<file path="config.mk">
export PLATFORM = sky130hd
export DESIGN_NAME = weekly_alarm_next_and_ring
export DESIGN_NICKNAME = d
export VERILOG_FILES = /design/src/hdl/wkalm_pkg.sv /design/src/hdl/wkalm_ctrl.sv /design/src/hdl/wkalm_dp.sv /design/src/hdl/weekly_alarm_next_and_ring.sv
export SDC_FILE = /design/constraint.sdc
export NUM_CORES = 1
export LEC_CHECK = 0
export BUFFER_PORTS_ARGS = -buffer_cell sky130_fd_sc_hd__buf_2
export CAP_MARGIN = 40
export CORE_MARGIN = 4
export CORE_UTILIZATION = 65
export DETAILED_ROUTE_END_ITERATION = 12
export PLACE_DENSITY = 0.94
export SYNTH_ARGS = -nofsm -noshare
export SYNTH_HDL_FRONTEND = slang
export SYNTH_HIERARCHICAL = 1
export SYNTH_SLANG_ARGS = --single-unit
</file>
<file path="constraint.sdc">
create_clock -name clk -period 17.38 [get_ports clk]
set_input_delay 3.476 -clock clk [delete_from_list [all_inputs] [get_ports clk]]
set_output_delay 3.476 -clock clk [all_outputs]
set_load 0.005 [all_outputs]
</file>
<file path="src/hdl/wkalm_pkg.sv">
// shared types, request codes and minute-of-week helper for the weekly alarm block
package wkalm_pkg;

  localparam int unsigned DAY_MIN  = 1440;
  localparam int unsigned HOUR_MIN = 60;
  localparam int unsigned WEEK_MIN = 10080;
  localparam int unsigned SLOT_W   = 5;   // wide enough for the largest slot count
  localparam int unsigned DIST_W   = 14;

  localparam logic [1:0] REQ_WRITE = 2'd0;
  localparam logic [1:0] REQ_TICK  = 2'd1;
  localparam logic [1:0] REQ_TIME  = 2'd2;
  localparam logic [1:0] REQ_STOP  = 2'd3;

  localparam logic [2:0] LAST_DAY = 3'd6;

  typedef struct packed {
    logic [1:0] req_type;
    logic [2:0] slot_index;
    logic [4:0] set_hour;
    logic [5:0] set_minute;
    logic [6:0] set_days;
    logic       set_enable;
    logic [4:0] now_hour;
    logic [5:0] now_minute;
    logic [5:0] now_second;
    logic [2:0] now_day;
  } in_t;

  typedef struct packed {
    logic              ringing;
    logic              ring_started;
    logic              ring_stopped;
    logic              next_valid;
    logic [2:0]        next_slot;
    logic [2:0]        next_weekday;
    logic [DIST_W-1:0] minutes_until;
  } out_t;

  typedef struct packed {
    logic       enable;
    logic [6:0] days;
    logic [5:0] minute;
    logic [4:0] hour;
  } alarm_t;

  typedef struct packed {
    logic              load;
    logic              mem_wr;
    logic              mem_rd;
    logic              rd_next;
    logic [SLOT_W-1:0] rd_addr;
    logic              scan_clr;
    logic              scan_eval;
    logic [SLOT_W-1:0] slot;
    logic [2:0]        day;
    logic              tick_eval;
    logic              done;
  } cmd_t;

  typedef struct packed {
    logic tick_rescan;
  } status_t;

  // minute of the week, one conditional subtract brings it into range
  function automatic logic [DIST_W-1:0] week_minute(input logic [2:0] day,
                                                    input logic [4:0] hour,
                                                    input logic [6:0] minute);
    logic [DIST_W:0] t;
    t = 15'(day) * 15'(DAY_MIN) + 15'(hour) * 15'(HOUR_MIN) + 15'(minute);
    if (t >= 15'(WEEK_MIN)) begin
      t = t - 15'(WEEK_MIN);
    end
    return t[DIST_W-1:0];
  endfunction

endpackage

</file>
<file path="src/hdl/wkalm_ctrl.sv">
// sequencer for the weekly alarm block: request decode, scan counters, strobes
module wkalm_ctrl import wkalm_pkg::*; #(
  parameter int unsigned ALARM_SLOTS = 8
) (
  input  logic       clk,
  input  logic       rst,
  input  logic       start,
  input  logic [1:0] req_type,
  input  status_t    status,
  output logic       busy,
  output cmd_t       cmd
);

  typedef enum logic [2:0] {
    S_IDLE, S_WRITE, S_READ, S_DAY, S_TICK_RD, S_TICK_EVAL, S_DONE
  } state_t;

  state_t            state;
  logic [SLOT_W-1:0] slot;
  logic [2:0]        day;
  logic              last_slot;

  assign last_slot = (slot == SLOT_W'(ALARM_SLOTS - 1));
  assign busy      = (state != S_IDLE);

  always_ff @(posedge clk) begin
    if (rst) begin
      state <= S_IDLE;
      slot  <= '0;
      day   <= '0;
    end else begin
      unique case (state)
        S_IDLE: begin
          slot <= '0;
          day  <= '0;
          if (start) begin
            unique case (req_type)
              REQ_WRITE: state <= S_WRITE;
              REQ_TICK:  state <= S_TICK_RD;
              default:   state <= S_READ;
            endcase
          end
        end
        S_WRITE: state <= S_READ;
        S_READ: begin
          slot  <= '0;
          day   <= '0;
          state <= S_DAY;
        end
        S_DAY: begin
          if (day == LAST_DAY) begin
            day <= '0;
            if (last_slot) begin
              state <= S_DONE;
            end else begin
              slot <= slot + 1'b1;
            end
          end else begin
            day <= day + 1'b1;
          end
        end
        S_TICK_RD: state <= S_TICK_EVAL;
        S_TICK_EVAL: state <= status.tick_rescan ? S_READ : S_DONE;
        S_DONE: state <= S_IDLE;
        default: state <= S_IDLE;
      endcase
    end
  end

  always_comb begin
    cmd           = '0;
    cmd.load      = (state == S_IDLE) && start;
    cmd.mem_wr    = (state == S_WRITE);
    cmd.scan_clr  = (state == S_READ);
    cmd.scan_eval = (state == S_DAY);
    cmd.slot      = slot;
    cmd.day       = day;
    cmd.tick_eval = (state == S_TICK_EVAL);
    cmd.done      = (state == S_DONE);
    cmd.rd_next   = (state == S_TICK_RD);
    cmd.mem_rd    = (state == S_READ) || (state == S_TICK_RD) ||
                    ((state == S_DAY) && (day == LAST_DAY) && !last_slot);
    // prefetch the following slot while the last day of this one is scored
    cmd.rd_addr   = (state == S_DAY) ? slot + 1'b1 : '0;
  end

  a_done_idle: assert property (@(posedge clk) disable iff (rst)
    cmd.done |=> !busy) else $error("done not followed by idle");

  a_accept_busy: assert property (@(posedge clk) disable iff (rst)
    (start && !busy) |=> busy) else $error("accepted beat did not raise busy");

endmodule

</file>
<file path="src/hdl/wkalm_dp.sv">
// datapath for the weekly alarm block: alarm memory, nearest-alarm scan, ring flags
module wkalm_dp import wkalm_pkg::*; #(
  parameter int unsigned ALARM_SLOTS = 8
) (
  input  logic    clk,
  input  logic    rst,
  input  in_t     item,
  input  cmd_t    cmd,
  output status_t status,
  output out_t    result
);

  localparam int unsigned IDX_W = (ALARM_SLOTS > 1) ? $clog2(ALARM_SLOTS) : 1;

  alarm_t                 mem [ALARM_SLOTS];
  logic [ALARM_SLOTS-1:0] vld;
  alarm_t                 rd_data;
  logic                   rd_vld;
  alarm_t                 entry;

  in_t               item_q;
  logic [DIST_W-1:0] from_q;
  logic [DIST_W-1:0] best;
  logic              next_present;
  logic [IDX_W-1:0]  next_index;
  logic [2:0]        next_day;
  logic [DIST_W-1:0] next_dist;
  logic              ring;
  logic              started;
  logic              stopped;

  logic [5:0]        wr_slot_ext;
  logic [IDX_W-1:0]  wr_addr;
  logic              wr_ok;
  logic [IDX_W-1:0]  rd_addr;
  logic [DIST_W-1:0] at_min;
  logic [DIST_W:0]   wrap_dist;
  logic [DIST_W-1:0] cand_dist;
  logic              day_hit;
  logic [7:0]        days_ext;
  logic              tick_match;
  logic              ring_new;
  logic [SLOT_W-1:0] next_index_ext;

  assign wr_slot_ext = {3'b000, item_q.slot_index};
  assign wr_addr     = wr_slot_ext[IDX_W-1:0];
  assign wr_ok       = (wr_slot_ext < 6'(ALARM_SLOTS));
  assign rd_addr     = cmd.rd_next ? next_index : cmd.rd_addr[IDX_W-1:0];
  assign entry       = rd_vld ? rd_data : '0;

  // alarm table, entries read as disabled until written
  always_ff @(posedge clk) begin
    if (cmd.mem_wr && wr_ok) begin
      mem[wr_addr] <= alarm_t'{enable: item_q.set_enable, days: item_q.set_days,
                               minute: item_q.set_minute, hour: item_q.set_hour};
    end
    if (cmd.mem_rd) begin
      rd_data <= mem[rd_addr];
    end
  end

  always_ff @(posedge clk) begin
    if (rst) begin
      vld    <= '0;
      rd_vld <= 1'b0;
    end else begin
      if (cmd.mem_wr && wr_ok) begin
        vld[wr_addr] <= 1'b1;
      end
      if (cmd.mem_rd) begin
        rd_vld <= vld[rd_addr];
      end
    end
  end

  // scoring of one enabled day of the current slot
  assign at_min    = week_minute(cmd.day, entry.hour, {1'b0, entry.minute});
  assign wrap_dist = {1'b0, at_min} + (DIST_W + 1)'(WEEK_MIN) - {1'b0, from_q};
  assign cand_dist = (at_min >= from_q) ? at_min - from_q : wrap_dist[DIST_W-1:0];
  assign day_hit   = entry.enable && entry.days[cmd.day];

  // tick compare against the stored next alarm, day seven never matches
  assign days_ext   = {1'b0, entry.days};
  assign tick_match = next_present && days_ext[item_q.now_day] &&
                      (entry.hour == item_q.now_hour) &&
                      (entry.minute == item_q.now_minute);
  assign ring_new   = ring || (tick_match && (item_q.now_second == '0));
  assign status.tick_rescan = ring_new && !tick_match;

  always_ff @(posedge clk) begin
    if (cmd.load) begin
      item_q <= item;
    end
    if (cmd.scan_clr) begin
      from_q <= week_minute(item_q.now_day, item_q.now_hour, {1'b0, item_q.now_minute} + 7'd1);
    end
  end

  always_ff @(posedge clk) begin
    if (rst) begin
      best         <= DIST_W'(WEEK_MIN);
      next_present <= 1'b0;
      next_index   <= '0;
      next_day     <= '0;
      next_dist    <= '0;
      ring         <= 1'b0;
      started      <= 1'b0;
      stopped      <= 1'b0;
    end else begin
      if (cmd.load) begin
        started <= 1'b0;
        stopped <= (item.req_type == REQ_STOP) && ring;
        if (item.req_type == REQ_STOP) begin
          ring <= 1'b0;
        end
      end
      if (cmd.tick_eval) begin
        ring <= ring_new && tick_match;
        if (ring_new) begin
          started <= tick_match && !ring;
          stopped <= !tick_match;
        end
      end
      if (cmd.scan_clr) begin
        best         <= DIST_W'(WEEK_MIN);
        next_present <= 1'b0;
        next_index   <= '0;
        next_day     <= '0;
        next_dist    <= '0;
      end else if (cmd.scan_eval && day_hit && (cand_dist < best)) begin
        best         <= cand_dist;
        next_present <= 1'b1;
        next_index   <= cmd.slot[IDX_W-1:0];
        next_day     <= cmd.day;
        next_dist    <= cand_dist;
      end
    end
  end

  assign next_index_ext = SLOT_W'(next_index);

  always_comb begin
    result               = '0;
    result.ringing       = ring;
    result.ring_started  = started;
    result.ring_stopped  = stopped;
    result.next_valid    = next_present;
    result.next_slot     = next_index_ext[2:0];
    result.next_weekday  = next_day;
    result.minutes_until = next_dist;
  end

  a_absent_zero: assert property (@(posedge clk) disable iff (rst)
    !next_present |-> (next_index == '0 && next_day == '0 && next_dist == '0))
    else $error("next alarm fields set without a next alarm");

  a_dist_range: assert property (@(posedge clk) disable iff (rst)
    next_dist < DIST_W'(WEEK_MIN)) else $error("distance beyond one week");

  a_start_stop: assert property (@(posedge clk) disable iff (rst)
    cmd.done |-> !(started && stopped) && (!started || ring))
    else $error("inconsistent ring flags");

endmodule

</file>
<file path="src/hdl/weekly_alarm_next_and_ring.sv">
// top level of the weekly alarm block: sequencer plus datapath
// A request beat is taken when start is high and busy is low; busy then stays
// high until the single result beat, which appears for one cycle with done high
// and cannot be held off. Write, time-change and stop requests run a full scan
// of the table, one weekday of one slot per cycle through a single read port;
// a write first stores its entry in a write state. A tick reads the stored
// next alarm and scores it in its own evaluate state, or runs the scan as well
// when ringing ends. The table reads as all alarms disabled after reset, with
// no clearing pass. next_slot carries the low three bits of the slot.
module weekly_alarm_next_and_ring import wkalm_pkg::*; #(
  parameter int unsigned ALARM_SLOTS = 8   // 1 to 32 alarm slots
) (
  input  logic clk,
  input  logic rst,
  input  logic start,
  output logic busy,
  input  in_t  item,
  output logic done,
  output out_t result
);

  cmd_t    cmd;      // sequencer commands to the datapath
  status_t status;   // tick outcome back to the sequencer

  // sequencer: decodes the request and steps slot and weekday counters
  wkalm_ctrl #(
    .ALARM_SLOTS(ALARM_SLOTS)
  ) u_ctrl (
    .clk      (clk),
    .rst      (rst),
    .start    (start),
    .req_type (item.req_type),
    .status   (status),
    .busy     (busy),
    .cmd      (cmd)
  );

  // datapath: alarm memory, nearest-alarm search and ring state
  wkalm_dp #(
    .ALARM_SLOTS(ALARM_SLOTS)
  ) u_dp (
    .clk    (clk),
    .rst    (rst),
    .item   (item),
    .cmd    (cmd),
    .status (status),
    .result (result)
  );

  // result beat strobe
  assign done = cmd.done;

endmodule
</file>
Word level (Yosys, flattened, before mapping)
Memories as Yosys holds them, arrays and structs flattened. A register that Yosys moved wholly into a read port is not among the register bits.
Index checks and enable logic that the tools add are counted.
{"block": "totals", "regBits": 114, "ramBits": 152, "input_bits": 47, "out_inout_bits": 26, "elab_cells": 137, "memories": 1}
{"block": "classes", "add_sub_neg": 12, "mul": 4, "n_lt_le_gt_ge": 10, "n_eq_ne": 16, "mux": 36, "bitwise_logic": 1, "n_reduce_logical": 34}
{"memory": "u_dp.mem", "words": 8, "word_bits": 19, "rd": 1, "rd_clocked_by_memory_dff": 1, "wr": 1, "line_no": "wkalm_dp.sv:15", "rtl": "alarm_t mem [ALARM_SLOTS];"}
{"op": "$mux W14", "n": 3}
{"op": "$add A14 B11 Y15", "n": 2}
{"op": "$ge A15 B14 Y1 const B", "n": 2}
{"op": "$sub A14 B14 Y14", "n": 2}
{"op": "$sub A14 B14 Y14 const B", "n": 2}
{"op": "$mux W3", "n": 7}
{"op": "$lt A3 B4 Y1 const B", "n": 5}
{"op": "$mux W19", "n": 1}
{"op": "$mul A3 B6 Y9 const B", "n": 2}
{"op": "$mul A5 B4 Y9 const B", "n": 2}
{"op": "$pmux W3 S6", "n": 1}
{"op": "$logic_and A1 B1 Y1", "n": 16}
{"op": "$add A15 B6 Y15", "n": 1}
{"op": "$add A15 B7 Y15", "n": 1}
{"op": "$mux W1", "n": 15}
{"op": "$add A14 B14 Y14 const B", "n": 1}
{"op": "$ge A14 B14 Y1", "n": 1}
{"op": "$lt A14 B14 Y1", "n": 1}
{"op": "$eq A3 B3 Y1 const B", "n": 4}
{"op": "$pmux W3 S2", "n": 2}
{"op": "$mux W5", "n": 2}
{"op": "$pmux W5 S2", "n": 1}
{"op": "$bmux W1 S3", "n": 3}
{"op": "$ne A2 B2 Y1 const B", "n": 4}
{"op": "other kinds (23)", "n": 32}

Logic depth before layout (Yosys ltp)
Gate-level depths: netlist of the first run.
{"block": "depth", "ltp_word": 11, "depth_mapped": 43, "ltp_nobuf": 39}

Hierarchy
The synthesis of the first run kept the hierarchy.
{"mod": "wkalm_dp", "n_inst": 1, "cells_per_inst": 1216, "area_per_inst_um2": 15123.3, "seq_area_each_um2": 7597.3}
{"mod": "wkalm_ctrl", "n_inst": 1, "cells_per_inst": 95, "area_per_inst_um2": 711.9, "seq_area_each_um2": 220.2}

Least setup slack after synthesis of the first run
Ideal clock, no wire load.
{"block": "synth_timing", "kind": "reg2reg", "start": "register u_dp.rd_vld", "end": "register u_dp.next_day[1]", "setup_time_ps": 128, "t_arrival_ps": 9272, "required_time_ps": 17252, "setup_slack_ps": 7980, "path_stages_with_launch": 40, "n_path_buf": 5, "synth_period_minus_slack_ps": 9400, "cell_sequence": "dfxtp_1 -> clkbuf_1 -> clkbuf_1 -> clkbuf_1 -> and2_1 -> ha_1 -> inv_1 -> fa_1 -> inv_1 -> ha_1 -> a21o_1 -> a21oi_1 -> xnor2_1 -> ha_1 -> ha_1 -> o21ai_1 -> nor2b_1 -> or3_4 -> (+4 left out) -> ha_1 -> a21o_1 -> a21o_1 -> a21o_1 -> o311ai_2 -> and2_1 -> buf_2 -> nor3_1 -> or3b_2 -> ha_1 -> a21o_1 -> a21o_1 -> a2111oi_0 -> nand4_1 -> a21oi_2 -> buf_2 -> mux2i_1 -> nor2_1"}
{"block": "synth_between", "elab_chain_len": 11, "elab_cells_between_ends": 18, "classes_between": "add/sub: 6; mul: 1; order compare: 3; mux: 5; reduce/logical: 3"}
{"item": "start, declared", "line_no": "wkalm_dp.sv:18", "rtl": "logic rd_vld;"}
{"item": "start signal, assigned", "line_no": "wkalm_dp.sv:71", "rtl": "rd_vld <= vld[rd_addr];"}
{"item": "$mux W19 (*)", "line_no": "wkalm_dp.sv:49", "rtl": "assign entry = rd_vld ? rd_data : '0;"}
{"item": "$mul A5 B4 Y9", "line_no": "wkalm_pkg.sv:70", "rtl": "t = 15'(day) * 15'(DAY_MIN) + 15'(hour) * 15'(HOUR_MIN) + 15'(minute);"}
{"item": "$add A14 B11 Y15", "line_no": "wkalm_pkg.sv:70"}
{"item": "$add A15 B6 Y15 (*)", "line_no": "wkalm_pkg.sv:70"}
{"item": "$sub A14 B14 Y14 / $ge A15 B14 Y1 (equally long branches)", "line_no": "wkalm_pkg.sv:72, wkalm_pkg.sv:71"}
{"item": "$mux W14 (*)", "line_no": "wkalm_pkg.sv:71", "rtl": "if (t >= 15'(WEEK_MIN)) begin"}
{"item": "$add A14 B14 Y14", "line_no": "wkalm_dp.sv:78", "rtl": "assign wrap_dist = {1'b0, at_min} + (DIST_W + 1)'(WEEK_MIN) - {1'b0, from_q};"}
{"item": "$sub A14 B14 Y14", "line_no": "wkalm_dp.sv:78"}
{"item": "$mux W14 (*)", "line_no": "wkalm_dp.sv:79", "rtl": "assign cand_dist = (at_min >= from_q) ? at_min - from_q : wrap_dist[DIST_W-1:0];"}
{"item": "named net u_dp.cand_dist[10]", "line_no": "wkalm_dp.sv:38", "rtl": "logic [DIST_W-1:0] cand_dist;"}
{"item": "$lt A14 B14 Y1 (*)", "line_no": "wkalm_dp.sv:130", "rtl": "end else if (cmd.scan_eval && day_hit && (cand_dist < best)) begin"}
{"item": "$logic_and A1 B1 Y1 (*)", "line_no": "wkalm_dp.sv:130"}
{"item": "end signal, assigned", "line_no": "wkalm_dp.sv:134", "rtl": "next_day <= cmd.day;"}
{"item": "end, declared", "line_no": "wkalm_dp.sv:26", "rtl": "logic [2:0] next_day;"}
Mark *: on every way through the listed nets, which the timed path passes. The rest lies on a longest branch. The select of a mux whose other input is x is not followed.
A chain may end at the register's enable or synchronous reset.

Final worst setup path of the first run
{"block": "layout_timing", "start": "register u_dp.rd_vld", "end": "register u_dp.best[10]"}
{"block": "layout_between", "elab_chain_len": 11, "elab_cells_between_ends": 18, "classes_between": "add/sub: 6; mul: 1; order compare: 3; mux: 5; reduce/logical: 3"}
{"item": "$mux W19 (*)", "line_no": "wkalm_dp.sv:49"}
{"item": "$mul A5 B4 Y9", "line_no": "wkalm_pkg.sv:70"}
{"item": "$add A14 B11 Y15", "line_no": "wkalm_pkg.sv:70"}
{"item": "$add A15 B6 Y15 (*)", "line_no": "wkalm_pkg.sv:70"}
{"item": "$sub A14 B14 Y14 / $ge A15 B14 Y1 (equally long branches)", "line_no": "wkalm_pkg.sv:72, wkalm_pkg.sv:71"}
{"item": "$mux W14 (*)", "line_no": "wkalm_pkg.sv:71"}
{"item": "$add A14 B14 Y14", "line_no": "wkalm_dp.sv:78"}
{"item": "$sub A14 B14 Y14", "line_no": "wkalm_dp.sv:78"}
{"item": "$mux W14 (*)", "line_no": "wkalm_dp.sv:79"}
{"item": "named net u_dp.cand_dist[10]", "line_no": "wkalm_dp.sv:38"}
{"item": "$lt A14 B14 Y1", "line_no": "wkalm_dp.sv:130"}
{"item": "$logic_and A1 B1 Y1", "line_no": "wkalm_dp.sv:130"}
{"item": "end signal, assigned", "line_no": "wkalm_dp.sv:101", "rtl": "best <= DIST_W'(WEEK_MIN);"}
{"item": "end signal, assigned", "line_no": "wkalm_dp.sv:125", "rtl": "best <= DIST_W'(WEEK_MIN);"}
{"item": "end signal, assigned", "line_no": "wkalm_dp.sv:131", "rtl": "best <= cand_dist;"}
{"item": "end, declared", "line_no": "wkalm_dp.sv:23", "rtl": "logic [DIST_W-1:0] best;"}
Marks and branches as above.

==> results of run 1 <==
-- through the flow --
step	hold WS (ns)	util, %
after floorplan	0.432	-
after global placement	0.443	69.7
after detailed placement	0.474	69.9
after CTS	0.496	73.7
after global routing	0.524	73.7
final	0.492	73.7
-- registers in the layout, summed over array words and instances (netlist names), 3 cells and up --
name             flops
u_dp/best           14
u_dp/rd_data        19
u_dp/next_dist       6
u_ctrl/day           3
u_dp/vld             8
u_dp/mem           152
u_ctrl/state         3
u_dp/next_day        3
u_ctrl/slot          5
u_dp/wr_addr         3
u_dp/next_index      3
u_dp/item_q         39
u_dp/from_q         14
-- worst reg2reg max path: cells and delay by family, from the launching register on --
family,cells,cell delay (ns)
AO/OA/AOI/OAI,16,4.01
AND/OR/NAND/NOR,9,3.11
flip-flops,1,0.94
buffers and inverters,5,0.82
adder cells (fa/ha/maj),7,2.19
XOR/XNOR,1,0.16
-- power groups by stage --
| stage | logic [mW] | clock network [mW] | registers, mW |
|---|---|---|---|
| final | 1.35 | 0.603 | 0.851 |
| after global routing | 1.49 | 0.644 | 0.855 |
| after CTS | 1.32 | 0.612 | 0.849 |
| after detailed placement | 1.30 | 0 | 0.861 |
| after global placement | 1.25 | 0 | 0.855 |
| after floorplan | 1.04 | 0 | 0.836 |
-- final cells by class --
cell class	count	area [sq um]	area share (%)
repair buffers	88	495	2.84
well taps	319	399	2.29
inverters	112	420	2.41
flip-flops and latches	277	7820	44.8
clock buffers	38	759	4.35
clock inverters	12	156	0.896
multi-input cells	872	7420	42.5
-- worst max-delay path by stage --
stage | start | endpoint | depth (start not counted)
after floorplan | u_dp/rd_vld | u_dp/next_day[1] | 39
after global placement | u_dp/rd_vld | u_dp/best[10] | 37
after detailed placement | u_dp/rd_vld | u_dp/best[10] | 37
after CTS | u_dp/rd_vld | u_dp/best[10] | 37
after global routing | u_dp/rd_vld | u_dp/best[10] | 38
final | u_dp/rd_vld | u_dp/best[10] | 38
-- placed cells by master, fill, tap and decap left out, types with 12 or more instances in the layout --
master,count
edfxtp_1,227
ha_1,122
inv_1,112
nor2_1,87
buf_2,74
a21oi_1,70
o21ai_0,53
dfxtp_1,50
nand2_1,46
xnor2_1,45
mux4_2,40
clkbuf_16,29
nand3_1,29
a21o_1,25
fa_1,24
nor3_1,23
mux2_2,22
xor2_1,21
a211oi_1,17
mux2i_1,17
and2_1,16
buf_4,13
nor2b_1,12
o21a_1,12
a31oi_1,12
nand2b_1,12
-- metal layers --
metal / part of all wire [%] / up-vias
met4: 4.8 / 0
met2: 52 / 526
met5: 0 / -
li1: - / 5008
met3: 6.3 / 129
met1: 37 / 5286
==> results.toml, run 1 <==
[outcome]
status = "complete, no violations"

[clock_network]
holdBufCountCts = 0
cts-root-buf = "clkbuf_16"
numCtsBuffers = 29
clkTransAtPathRegs_ns = 0.06
max-clock-path-buffers = 3
clock_sinks = 277
clk_latency_ns = 0.57
cts-resized-gates = 0
cts_setup_buffers = 0
cts_tree = "yes"
htree_levels = 1

[timing]
slew_headroom_pct = 37.0
rsz0062_at_grt = "no"
worst_slack_ns = 5.98
setup_viol = 0
report.final.slew_viol_count = 0
skew_ns = 0.0272
fmaxAchievable_mhz = 87.7
worstMarginPinSlew_ns = 0.943
hold_viol = 0
fin_crit_ns = 11.40
finalSetupTns_ns = 0
period_share_pct = 65.6

[synth]
avgSynthCellArea_sq_um = 12.1
netlist_instances = 1307
ys_warn_count = 6
syn_area_sq_mm = 0.0158
synth_fp_nets = 1500

[drt]
vias = 10900
drt.antenna.violating_nets = 0
drtIter0Drc = 1159
dr.pass1.iters = 6
routed_wl_um = 37400
vias_per_cell = 6.37
wl_per_cell_um = 21.8
drc = 0

[setup_path]
crit_path_end_kind = "flip-flop"
r2r_cells = 38
cp_max_fo = 29
cp-start-kind = "flip-flop"
cp.required_ns = 17.78
crit_family = "compound AO/OA/AOI/OAI gates"
slowest_delay_ns = 0.94
reg2reg_to = "u_dp/best[10]"
r2r_setup_slack_ns = 5.98
critPathSlowestCell = "dfxtp_1"
cp_common_cell = "ha_1"
r2r-start = "u_dp/rd_vld"
cp.arrival_ns = 11.80
worstSetupPathType = "flip-flop to flip-flop"
critPathBufInv = 5

[hold_path]
min_to = "u_dp/vld[6]"
holdCritPathClass = "flip-flop to flip-flop"
hold_depth = 2
hold_start = "u_dp/vld[6]"

[finish]
diodes = 0
fin_cells = 1718
nets = 1573
drive_gt1_share_pct = 16.3
area_growth_pct = 10.5
fin_area_sq_mm = 0.0175
fillers = 1456

[floorplanning]
die_h_um = 164
io_pins = 73
num_rows = 56
core_sq_mm = 0.0237
die_area_sq_mm = 0.0269
initial_core_util_pct = 66.8
die_x_um = 164

[power_and_ir_drop]
p_int_mw = 1.71
peakVddDrop_v = 0.000130
power_switching_mw = 1.09
swShare_pct = 39.1
power_frac_comb_pct = 48.1
power_mw = 2.80
p_leak_nw = 7.06
power_density_mw_per_mm2 = 160
p_seq_share_pct = 30.4
p_clk_share_pct = 21.5

[global_route]
antenna_found_initial = 0
grt_start_max_net_pins = 46
met2_usage_pct = 50.1
overflow = 0
grtUsageTotal_pct = 28.0
busiest_layer = "met2"
grt_first_pass_wirelength_um = 59000
first_global_vias = 11100
gr-usage-met1_pct = 33.8
met3_usage_pct = 4.09

[place]
io_buffers = 72
place_hpwl_um = 25400
pre_cts_slack_ns = 6.40
gp_congestion = 0.971
place_area_sq_mm = 0.0165
placed_cells = 1668

[run]
drv_cap = 0
Note: power is estimated with default switching activity, not from simulation.
==> run 2: changes to the inputs <==
--- a/config.mk
+++ b/config.mk
@@ -8,9 +8,9 @@
 export BUFFER_PORTS_ARGS = -buffer_cell sky130_fd_sc_hd__buf_2
 export CAP_MARGIN = 40
 export CORE_MARGIN = 4
-export CORE_UTILIZATION = 65
+export CORE_UTILIZATION = 56
 export DETAILED_ROUTE_END_ITERATION = 12
-export PLACE_DENSITY = 0.94
+export PLACE_DENSITY = 0.87
 export SYNTH_ARGS = -nofsm -noshare
 export SYNTH_HDL_FRONTEND = slang
 export SYNTH_HIERARCHICAL = 1
==> constraint.sdc (replaced) <==
create_clock -name clk -period 10.44 [get_ports clk]
set_input_delay 2.088 -clock clk [delete_from_list [all_inputs] [get_ports clk]]
set_output_delay 2.088 -clock clk [all_outputs]
set_load 0.005 [all_outputs]
==> run 2 against run 1 <==
Sequential share of layout area is 0.42 points lower. Clock power is 69% higher. Routed wire length is 7.1% lower. First-iteration DRC count is 26% lower. Combinational power is 65% higher. Global-route usage is 5.6 points lower. Via count is 2.6% lower.
==> results.toml, run 2 (synthesized netlist as in run 1, its figures left out) <==
[finish]
fin_cells = 1783
area_growth_pct = 11.5
fillers = 2025
nets = 1576
top_register = "u_dp/mem"
diodes = 0
largest_reg_flops = 152
drive_gt1_share_pct = 17.3
layout_commonest_cell = "edfxtp_1"
final_cell_mix = "edfxtp_1, ha_1, inv_1"
reg_top3 = "u_dp/mem (152), u_dp/item_q (39), u_dp/rd_data (19)"

[drt]
drt.antenna.violating_nets = 0
routed_wl_um = 34800
drtIter0Drc = 858
vias = 10700
vias_per_cell = 5.98
drc = 0
dr.pass1.iters = 7
wl_per_cell_um = 19.5

[power_and_ir_drop]
p_int_mw = 2.86
p_clk_share_pct = 21.9
power_density_mw_per_mm2 = 264
power_frac_comb_pct = 47.9
p_leak_nw = 7.11
swShare_pct = 38.7
peakVddDrop_v = 0.000179
power_switching_mw = 1.80
p_seq_share_pct = 30.2

[run]
drv_cap = 0

[clock_network]
htree_levels = 1
clk_latency_ns = 0.57
holdBufCountCts = 0
numCtsBuffers = 28
clock_sinks = 277
cts-root-buf = "clkbuf_16"
cts_tree = "yes"
clkTransAtPathRegs_ns = 0.06
max-clock-path-buffers = 3

[timing]
skew_ns = 0.0235
finalSetupTns_ns = 0
hold_viol = 0
period_share_pct = 94.7
worstMarginPinSlew_ns = 0.826
slew_headroom_pct = 44.4
fmaxAchievable_mhz = 101
report.final.slew_viol_count = 0
hold-worst-slack_ns = 0.481
setup_viol = 0
fin_crit_ns = 9.88

[floorplanning]
initial_core_util_pct = 56.9
io_pins = 73
num_rows = 61
die_area_sq_mm = 0.0310
die_h_um = 176
core_sq_mm = 0.0278
die_x_um = 176

[place]
place_hpwl_um = 24300
io_buffers = 72
gp_congestion = 0.914
placed_cells = 1728

[global_route]
grt_start_max_net_pins = 46
first_global_vias = 10900
grt_first_pass_wirelength_um = 56000
overflow = 0
grtUsageTotal_pct = 22.4
antenna_found_initial = 0

[outcome]
status = "complete, no violations"

[hold_path]
holdCritPathClass = "flip-flop to flip-flop"

[setup_path]
cp.required_ns = 10.81
slowest_delay_ns = 0.52
cp.arrival_ns = 10.25
crit_path_end_kind = "flip-flop"
critPathSlowestCell = "edfxtp_1"
cp_max_fo = 36
cp_common_cell = "ha_1"
worstSetupPathType = "flip-flop to flip-flop"
cp-start-kind = "flip-flop"
-- run 2: per-layer routing --
layer,vias up,share of wire [%],global-route usage [%]
met5,-,0,0
met4,0,4.2,8.58
li1,5012,-,-
met3,111,5.2,3.30
met1,5176,39,27.6
met2,367,51,40.0
-- run 2: critical path, delay by kind of cell, from the launching register on --
| kind | cells | cell delay [ns] |
|---|---|---|
| compound gates | 17 | 3.77 |
| xor+xnor | 2 | 0.36 |
| simple gates | 8 | 2.26 |
| fa+ha+maj | 7 | 2.27 |
| buf+inv | 4 | 0.52 |
| flops | 1 | 0.52 |
-- run 2: worst paths after layout --
kind         cells after the start            start            to  slack [ns]
max                             38  u_dp/rd_data[1]  u_dp/best[6]        0.56
max reg2reg                     38  u_dp/rd_data[1]  u_dp/best[6]        0.56
min                              2      u_dp/vld[7]   u_dp/vld[7]        0.48
min reg2reg                      2      u_dp/vld[7]   u_dp/vld[7]        0.48
-- run 2: power by group through the flow --
stage	combinational, mW	sequential (mW)	clock [mW]
floorplan	1.73	1.39	0
global placement	2.11	1.42	0
detailed placement	2.18	1.43	0
CTS	2.20	1.41	1.04
global route	2.50	1.41	1.09
finish	2.23	1.41	1.02
-- run 2: timing repair --
| item | 4_1_cts | 5_1_grt |
|---|---|---|
| setup endpoints to repair | 0 | 27 |
| setup buffers | 0 | 3 |
| resized for setup | 0 | 9 |
-- run 2: final cells by class --
cell class	instances	area (sq um)	area share, %
Inverter	112	420	2.38
Sequential cell	277	7820	44.3
Clock inverter	14	180	1.02
Multi-Input combinational cell	872	7440	42.2
Tap cell	378	473	2.68
Timing Repair Buffer	92	518	2.94
Clock buffer	38	778	4.41
-- run 2: metrics by stage --
stage	utilization, %	setup WS, ns	area (sq um)	power (mW)
after floorplan	-	1.04	15800	3.12
after global placement	59.8	0.525	16600	3.54
after detailed placement	59.8	0.185	16600	3.61
after CTS	63.2	0.122	17600	4.65
after global routing	63.5	-0.0422	17600	5.00
final	63.5	0.558	17600	4.66
